<file path="src/hw/rtl/lfga_pkg.sv">
// Shared constants and types for the lowest-free-gate allocator.
// No dependencies; imported by every module of the block.
`timescale 1ns / 1ps
`default_nettype none

package lfga_pkg;

   localparam int TimeWidth      = 32;
   localparam int GateCfgWidth   = 5;
   localparam int GateNumWidth   = 4;
   localparam int NumGatesDefault = 16;
   localparam logic [GateCfgWidth-1:0] GatesInUseReset = 5'd16;

   typedef logic [TimeWidth-1:0] time_type;

   typedef struct packed {
      logic                    accepted;
      logic [GateNumWidth-1:0] gate_number;
   } result_type;

endpackage

`default_nettype wire

</file>
<file path="src/hw/rtl/lfga_release_mem.sv">
// Release-time store: one 32-bit time per gate, one write and one read port,
// registered read data. Depends on lfga_pkg.
`timescale 1ns / 1ps
`default_nettype none

module lfga_release_mem #(
   parameter int Depth = 16,
   parameter int AddrWidth = 4
) (
   input  wire                       clock,
   input  wire                       wr_en,
   input  wire  [AddrWidth-1:0]      wr_addr,
   input  wire  lfga_pkg::time_type  wr_data,
   input  wire  [AddrWidth-1:0]      rd_addr,
   output lfga_pkg::time_type        rd_data
);
   import lfga_pkg::*;

   time_type mem_ff [Depth];
   time_type rd_data_ff;

   always_ff @(posedge clock) begin
      if (wr_en) begin
         mem_ff[wr_addr] <= wr_data;
      end
      rd_data_ff <= mem_ff[rd_addr];
   end

   assign rd_data = rd_data_ff;

endmodule

`default_nettype wire

</file>
<file path="src/hw/rtl/lfga_scan.sv">
// Scan sequencer: walks the gates one per cycle with a single compare unit,
// keeps the occupied bits and the result register. Depends on lfga_pkg
// and lfga_release_mem.
`timescale 1ns / 1ps
`default_nettype none

module lfga_scan #(
   parameter int NumGates = 16,
   parameter int IdxWidth = 4,
   parameter int CntWidth = 5
) (
   input  wire                        clock,
   input  wire                        reset,
   input  wire  [CntWidth-1:0]        limit,
   input  wire                        req_valid,
   output logic                       req_ready,
   input  wire  lfga_pkg::time_type   req_start_time,
   input  wire  lfga_pkg::time_type   req_end_time,
   output logic                       rsp_valid,
   input  wire                        rsp_ready,
   output lfga_pkg::result_type       rsp_word
);
   import lfga_pkg::*;

   typedef enum logic [1:0] {
      ST_IDLE,
      ST_SCAN,
      ST_HOLD
   } state_type;

   state_type             state_ff, state_in;
   logic [IdxWidth-1:0]   idx_ff, idx_in;
   logic [CntWidth-1:0]   limit_ff, limit_in;
   time_type              start_ff, start_in;
   time_type              end_ff, end_in;
   logic                  hit_ff, hit_in;
   logic [NumGates-1:0]   occ_ff, occ_in;
   logic                  rsp_valid_ff, rsp_valid_in;
   result_type            rsp_ff, rsp_in;

   logic                  mem_we;
   logic [IdxWidth-1:0]   rd_addr;
   time_type              rd_data;
   logic                  gate_free;
   logic                  last_gate;
   logic                  out_free;
   logic                  decide;
   logic                  commit;
   logic                  commit_hit;

   lfga_release_mem #(
      .Depth     (NumGates),
      .AddrWidth (IdxWidth)
   ) u_mem (
      .clock   (clock),
      .wr_en   (mem_we),
      .wr_addr (idx_ff),
      .wr_data (end_ff),
      .rd_addr (rd_addr),
      .rd_data (rd_data)
   );

   // rd_data is registered behind the address, so fetch the next gate ahead
   assign rd_addr   = (state_ff == ST_IDLE) ? '0 : idx_ff + 1'b1;
   assign gate_free = (limit_ff != '0) && (!occ_ff[idx_ff] || (rd_data < start_ff));
   assign last_gate = (limit_ff == '0) || ((CntWidth'(idx_ff) + 1'b1) == limit_ff);
   assign out_free  = !rsp_valid_ff || rsp_ready;
   assign decide    = (state_ff == ST_SCAN) && (gate_free || last_gate);
   assign commit    = ((state_ff == ST_HOLD) || decide) && out_free;
   assign commit_hit = (state_ff == ST_HOLD) ? hit_ff : gate_free;
   assign mem_we    = commit && commit_hit;

   always_comb begin
      state_in     = state_ff;
      idx_in       = idx_ff;
      limit_in     = limit_ff;
      start_in     = start_ff;
      end_in       = end_ff;
      hit_in       = hit_ff;
      occ_in       = occ_ff;
      rsp_valid_in = rsp_valid_ff && !rsp_ready;
      rsp_in       = rsp_ff;

      if (commit) begin
         rsp_valid_in         = 1'b1;
         rsp_in.accepted      = commit_hit;
         rsp_in.gate_number   = commit_hit ? GateNumWidth'(idx_ff) : '0;
         if (commit_hit) begin
            occ_in[idx_ff] = 1'b1;
         end
      end

      case (state_ff)
         ST_IDLE: begin
            if (req_valid) begin
               idx_in   = '0;
               limit_in = limit;
               start_in = req_start_time;
               end_in   = req_end_time;
               state_in = ST_SCAN;
            end
         end
         ST_SCAN: begin
            if (decide) begin
               hit_in   = gate_free;
               state_in = commit ? ST_IDLE : ST_HOLD;
            end else begin
               idx_in = idx_ff + 1'b1;
            end
         end
         ST_HOLD: begin
            if (commit) begin
               state_in = ST_IDLE;
            end
         end
         default: begin
            state_in = ST_IDLE;
         end
      endcase
   end

   always_ff @(posedge clock) begin
      if (reset) begin
         state_ff     <= ST_IDLE;
         occ_ff       <= '0;
         rsp_valid_ff <= 1'b0;
      end else begin
         state_ff     <= state_in;
         occ_ff       <= occ_in;
         rsp_valid_ff <= rsp_valid_in;
      end
      idx_ff   <= idx_in;
      limit_ff <= limit_in;
      start_ff <= start_in;
      end_ff   <= end_in;
      hit_ff   <= hit_in;
      rsp_ff   <= rsp_in;
   end

   assign req_ready = (state_ff == ST_IDLE);
   assign rsp_valid = rsp_valid_ff;
   assign rsp_word  = rsp_ff;

endmodule

`default_nettype wire

</file>
<file path="src/hw/rtl/lowest_free_gate_allocator.sv">
// Lowest-free-gate allocator, top level.
// Each accepted request scans the gates from gate 0 upward and is granted the
// lowest free gate below limit (limit = gates in use), else it is rejected.
// One request at a time: a new one is taken only once the last result is
// registered; one release-time compare per cycle through the single read port of the store.
// Reset: all gates unoccupied, gates_in_use = 16, no result pending.
`timescale 1ns / 1ps
`default_nettype none

module lowest_free_gate_allocator #(
   parameter int NumGates = lfga_pkg::NumGatesDefault
) (
   input  wire                                      clock,
   input  wire                                      reset,
   input  wire                                      csr_write_enable,
   input  wire  [lfga_pkg::GateCfgWidth-1:0]        csr_gates_in_use,
   input  wire                                      req_valid,
   output logic                                     req_ready,
   input  wire  [lfga_pkg::TimeWidth-1:0]           req_start_time,
   input  wire  [lfga_pkg::TimeWidth-1:0]           req_end_time,
   output logic                                     rsp_valid,
   input  wire                                      rsp_ready,
   output logic                                     rsp_accepted,
   output logic [lfga_pkg::GateNumWidth-1:0]        rsp_gate_number
);
   import lfga_pkg::*;

   localparam int IdxWidth  = (NumGates > 1) ? $clog2(NumGates) : 1;
   localparam int CntRaw    = $clog2(NumGates + 1);
   localparam int CntWidth  = (CntRaw > GateCfgWidth) ? CntRaw : GateCfgWidth;

   logic [GateCfgWidth-1:0] gates_ff, gates_in;
   logic [CntWidth-1:0]     gates_wide;
   logic [CntWidth-1:0]     limit;
   result_type              rsp_word;

   assign gates_in = csr_write_enable ? csr_gates_in_use : gates_ff;

   always_ff @(posedge clock) begin
      if (reset) begin
         gates_ff <= GatesInUseReset;
      end else begin
         gates_ff <= gates_in;
      end
   end

   // clamp the register to the gates actually built
   assign gates_wide = CntWidth'(gates_ff);
   assign limit = (gates_wide > CntWidth'(NumGates)) ? CntWidth'(NumGates) : gates_wide;

   lfga_scan #(
      .NumGates (NumGates),
      .IdxWidth (IdxWidth),
      .CntWidth (CntWidth)
   ) u_scan (
      .clock          (clock),
      .reset          (reset),
      .limit          (limit),
      .req_valid      (req_valid),
      .req_ready      (req_ready),
      .req_start_time (req_start_time),
      .req_end_time   (req_end_time),
      .rsp_valid      (rsp_valid),
      .rsp_ready      (rsp_ready),
      .rsp_word       (rsp_word)
   );

   assign rsp_accepted    = rsp_word.accepted;
   assign rsp_gate_number = rsp_word.gate_number;

endmodule

`default_nettype wire
</file>
<file path="config.mk">
export PLATFORM = sky130hd
export DESIGN_NAME = lowest_free_gate_allocator
export DESIGN_NICKNAME = d
export VERILOG_FILES = /design/src/hw/rtl/lfga_pkg.sv /design/src/hw/rtl/lfga_release_mem.sv /design/src/hw/rtl/lfga_scan.sv /design/src/hw/rtl/lowest_free_gate_allocator.sv
export SDC_FILE = /design/constraint.sdc
export NUM_CORES = 1
export LEC_CHECK = 0
export BUFFER_PORTS_ARGS = -buffer_cell sky130_fd_sc_hd__buf_2
export CAP_MARGIN = 20
export CORE_UTILIZATION = 40
export CTS_BUF_LIST = sky130_fd_sc_hd__clkbuf_2 sky130_fd_sc_hd__clkbuf_4 sky130_fd_sc_hd__clkbuf_8
export DETAILED_ROUTE_END_ITERATION = 16
export PLACE_DENSITY = 0.55
export SYNTH_ARGS = -nofsm -noshare
export SYNTH_HDL_FRONTEND = slang
export SYNTH_HIERARCHICAL = 1
export SYNTH_SLANG_ARGS = --single-unit
</file>
<file path="constraint.sdc">
create_clock -name clock -period 7.94 [get_ports clock]
set_input_delay 0.397 -clock clock [delete_from_list [all_inputs] [get_ports clock]]
set_output_delay 0.397 -clock clock [all_outputs]
set_load 0.02 [all_outputs]
</file>
==> impl_metrics.yaml <==
status:
  status: "finished, final reports clean"
sta:
  finalSetupViolations: 0
  tightest_slew_ps: 1020
  timing.setup.tns_ps: 0
  finalHoldViolCount: 0
  timing.final.crit_share: 0.659
  clock_skew_ps: 22.4
  relSlewSlack: 0.318
  clock.fmax_mhz: 191
  timing.final.crit_period_ps: 5230
  rsz0062_at_grt: "false"
  drv_slew: 0
  fin_ws_ps: 2710
  fin_hold_ws_ps: 87.8
critical_path:
  cp-end-kind: "flip-flop"
  crit_path_top_delay_cell: "edfxtp_1"
  cp_top_family: "simple AND/OR/NAND/NOR gates"
  cp-start-kind: "flip-flop"
  startpoint: "u_scan/idx_ff[0]$_SDFFCE_PN0P_"
  critPathBufInv: 2
  cpPeakStageDelay_ps: 940
  cp_max_fo: 24
  crit_path_frequent_cell: "nor2_1"
  crit_chain: "mux4_2 > mux2_2 > nor2_1 > a31oi_1 > o21a_1 > o31a_1 > buf_8 > nor2_1 > nand3b_1 > nor3_2 > buf_4"
  cp.arrival_ps: 5550
  crit_required_ps: 8260
  r2r_start: "u_scan/idx_ff[0]$_SDFFCE_PN0P_"
  path_class: "reg2reg"
place:
  dpl_cell_area_sq_mm: 0.0260
  dp_hpwl_um: 29200
  pre_cts_ws_ps: 2620
  port-buffer-count: 80
  gp_congestion: 0.723
synth:
  ys_types: 50
  netlist_instances: 1187
  syn_avg_cell_area_sq_um: 20.7
  synthArstFlopShare: 0
  synthFlopType: "edfxtp_1"
  ys_ff_latch: 647
  synth_nets: 1296
  ys_warn_count: 6
  synth_edf_count: 591
  synth.yosys.seq_area_share: 0.769
  syn_area_sq_mm: 0.0245
route:
  wl_per_cell_um: 23.7
  vias: 12141
  vias_per_cell: 5.30
  drtIter0Drc: 903
  drtPass1Iterations: 5
  wirelength_um: 54200
  route.detailed.drc: 0
  antenna_left: 0
layout:
  drive_gt1_frac: 0.303
  fill_cells: 5052
  syn_to_final_growth_pct: 17.5
  utilization: 0.477
  final_cell_area_sq_mm: 0.0288
  fin_nets: 1527
global_route:
  antenna_found_initial: 2
  grt_use_total: 0.179
  grt_pass1_vias: 12978
  grt_pass1_wl_um: 81700
  overflow: 0
  grt_max_degree: 113
clock_network:
  clk_latency_ps: 690
  cts-htree-levels: 3
  clock_path_buffers: 3
  cts.reportedPaths.clkPinSlew_ps: 60
  ctsResizeCount: 0
  cts.sinks: 647
  cts_tree: "yes"
  cts_root_buffer: "clkbuf_8"
  cts_made_buffers: 106
worst_hold_path:
  hold_class: "in2reg"
  hp-start: "csr_write_enable"
power_and_ir_drop:
  power.density_mw_per_mm2: 249
  ir_drop_mv: 0.110
  p_leak_uw: 0.00954
floorplanning:
  die_w_um: 250
  initial_core_util: 0.406
  core_sq_mm: 0.0605
  die_area_sq_mm: 0.0623
  io_pins: 81
  row_count: 90
  die_y_um: 250
job:
  cap_violations: 0
==> layout make-up <==
class                      count  area [sq um]  area share
antenna                        1          2.50   0.0000868
clock buffer                 159          1890      0.0657
clock inverter                37           238     0.00825
inverter                      41           154     0.00534
multi-input combinational    445          5370       0.186
sequential                   647         18900       0.654
tap                          782           978      0.0339
timing repair buffer         177          1320      0.0459
==> Yosys cell counts (2+ instances only) <==
| cell | instances | area [sq um] |
|---|---|---|
| edfxtp_1 | 591 | 17700 |
| mux4_2 | 132 | 2970 |
| a22oi_1 | 64 | 480 |
| dfxtp_1 | 56 | 1120 |
| nand2_1 | 43 | 161 |
| inv_1 | 39 | 146 |
| ha_1 | 35 | 438 |
| nor2_1 | 34 | 128 |
| nand2b_1 | 26 | 163 |
| clkbuf_1 | 21 | 78.8 |
| a21oi_1 | 14 | 70.1 |
| nor2b_1 | 12 | 75.1 |
| buf_4 | 11 | 82.6 |
| o41ai_2 | 10 | 163 |
| buf_1 | 9 | 33.8 |
| buf_2 | 9 | 45.0 |
| nor3_1 | 8 | 40.0 |
| and2_1 | 5 | 31.3 |
| nand3_1 | 5 | 25.0 |
| o21ai_0 | 5 | 25.0 |
| or3_1 | 5 | 31.3 |
| buf_6 | 4 | 45.0 |
| mux2i_1 | 4 | 40.0 |
| nand4_1 | 4 | 25.0 |
| o32ai_2 | 4 | 65.1 |
| a31oi_1 | 3 | 18.8 |
| o211ai_1 | 3 | 22.5 |
| xor2_1 | 3 | 26.3 |
| a211o_1 | 2 | 17.5 |
| a21o_1 | 2 | 15.0 |
| inv_2 | 2 | 7.51 |
| nand3b_1 | 2 | 15.0 |
| o41ai_1 | 2 | 17.5 |
| xnor2_1 | 2 | 17.5 |
==> logic make-up after synthesis <==
group,after synthesis,synth area share
XOR/XNOR,5,0.00179
multiplexers,137,0.123
buffers and inverters,95,0.0179
flip-flops,647,0.769
AND/OR/NAND/NOR,148,0.0295
adder cells (fa/ha/maj),35,0.0179
AO/OA/AOI/OAI,120,0.0404
==> layer usage <==
layer	vias up	GRT usage	routed length, um
met5	-	0	7
met4	2	0.0640	1460
met3	98	0.0382	2650
met2	311	0.287	26300
met1	6393	0.241	23700
li1	5337	-	-
==> power by group <==
part,total [uW],internal [uW],switching (uW)
Sequential,3880,3810,69.5
Combinational,413,184,228
Clock,2870,1590,1280
Total,7160,5580,1580
==> sequential cells by signal, summed over array words and instances, names as in the netlist <==
signal and count:
u_scan/rsp_valid 1, u_scan/u_mem/rd_data 32, gates_ff 5, u_scan/start_ff 32, u_scan/rsp_word 5, u_scan/limit_ff 5, u_scan/u_mem/mem_ff 512, u_scan/end_ff 32
u_scan/idx_ff 4, u_scan/state_ff 2, u_scan/occ_ff 16, u_scan/hit_ff 1
==> worst reg2reg max path, stage by stage (launching register included) <==
cell,delay [ps]
edfxtp_1,940
mux4_2,620
mux2_2,280
nor2_1,80
a31oi_1,90
o21a_1,210
o31a_1,450
buf_8,250
nor2_1,220
nand3b_1,320
nor3_2,770
buf_4,610
==> final timing paths <==
kind                                          endpoint  slack (ps)  depth (start not counted)
setup / recovery  u_scan/u_mem/mem_ff[8][17]$_DFFE_PP_        2710                         11
hold reg to reg          u_scan/occ_ff[1]$_SDFFE_PP0P_         460                          2
hold / removal                gates_ff[1]$_SDFFE_PP0P_          90                          3
setup reg to reg  u_scan/u_mem/mem_ff[8][17]$_DFFE_PP_        2710                         11
==> per-stage QoR <==
stage	std cells	total power, uW
detailed placement	2021	4340
CTS	2287	7260
global route	2289	7450
finish	2289	7160
floorplan	1187	4190
global placement	2021	4330
==> repair_timing <==
action                     4_1_cts  5_1_grt
setup buffers                    0        0
hold endpoints to repair        69        0
hold buffers                    70        0
setup endpoints to repair        0        0
==> cells in the final DEF, fill, tap and decap left out, drive strengths merged, types with 2 or more instances in the layout <==
cell / n
nand3: 5
a21oi: 14
nor2: 34
xnor2: 2
mux4: 132
a211o: 2
dfxtp: 56
buf: 107
or3: 5
bufinv: 2
nor3: 8
nand4: 4
a31oi: 3
and2: 5
clkinv: 28
a21o: 2
o211ai: 3
dlygate4sd3: 70
inv: 44
clkbuf: 159
mux2i: 4
nand3b: 2
edfxtp: 591
xor2: 3
o21ai: 5
ha: 35
a22oi: 64
nor2b: 12
o32ai: 4
o41ai: 12
nand2: 43
nand2b: 26
clkinvlp: 4
Power figures use the tool's default switching activity.
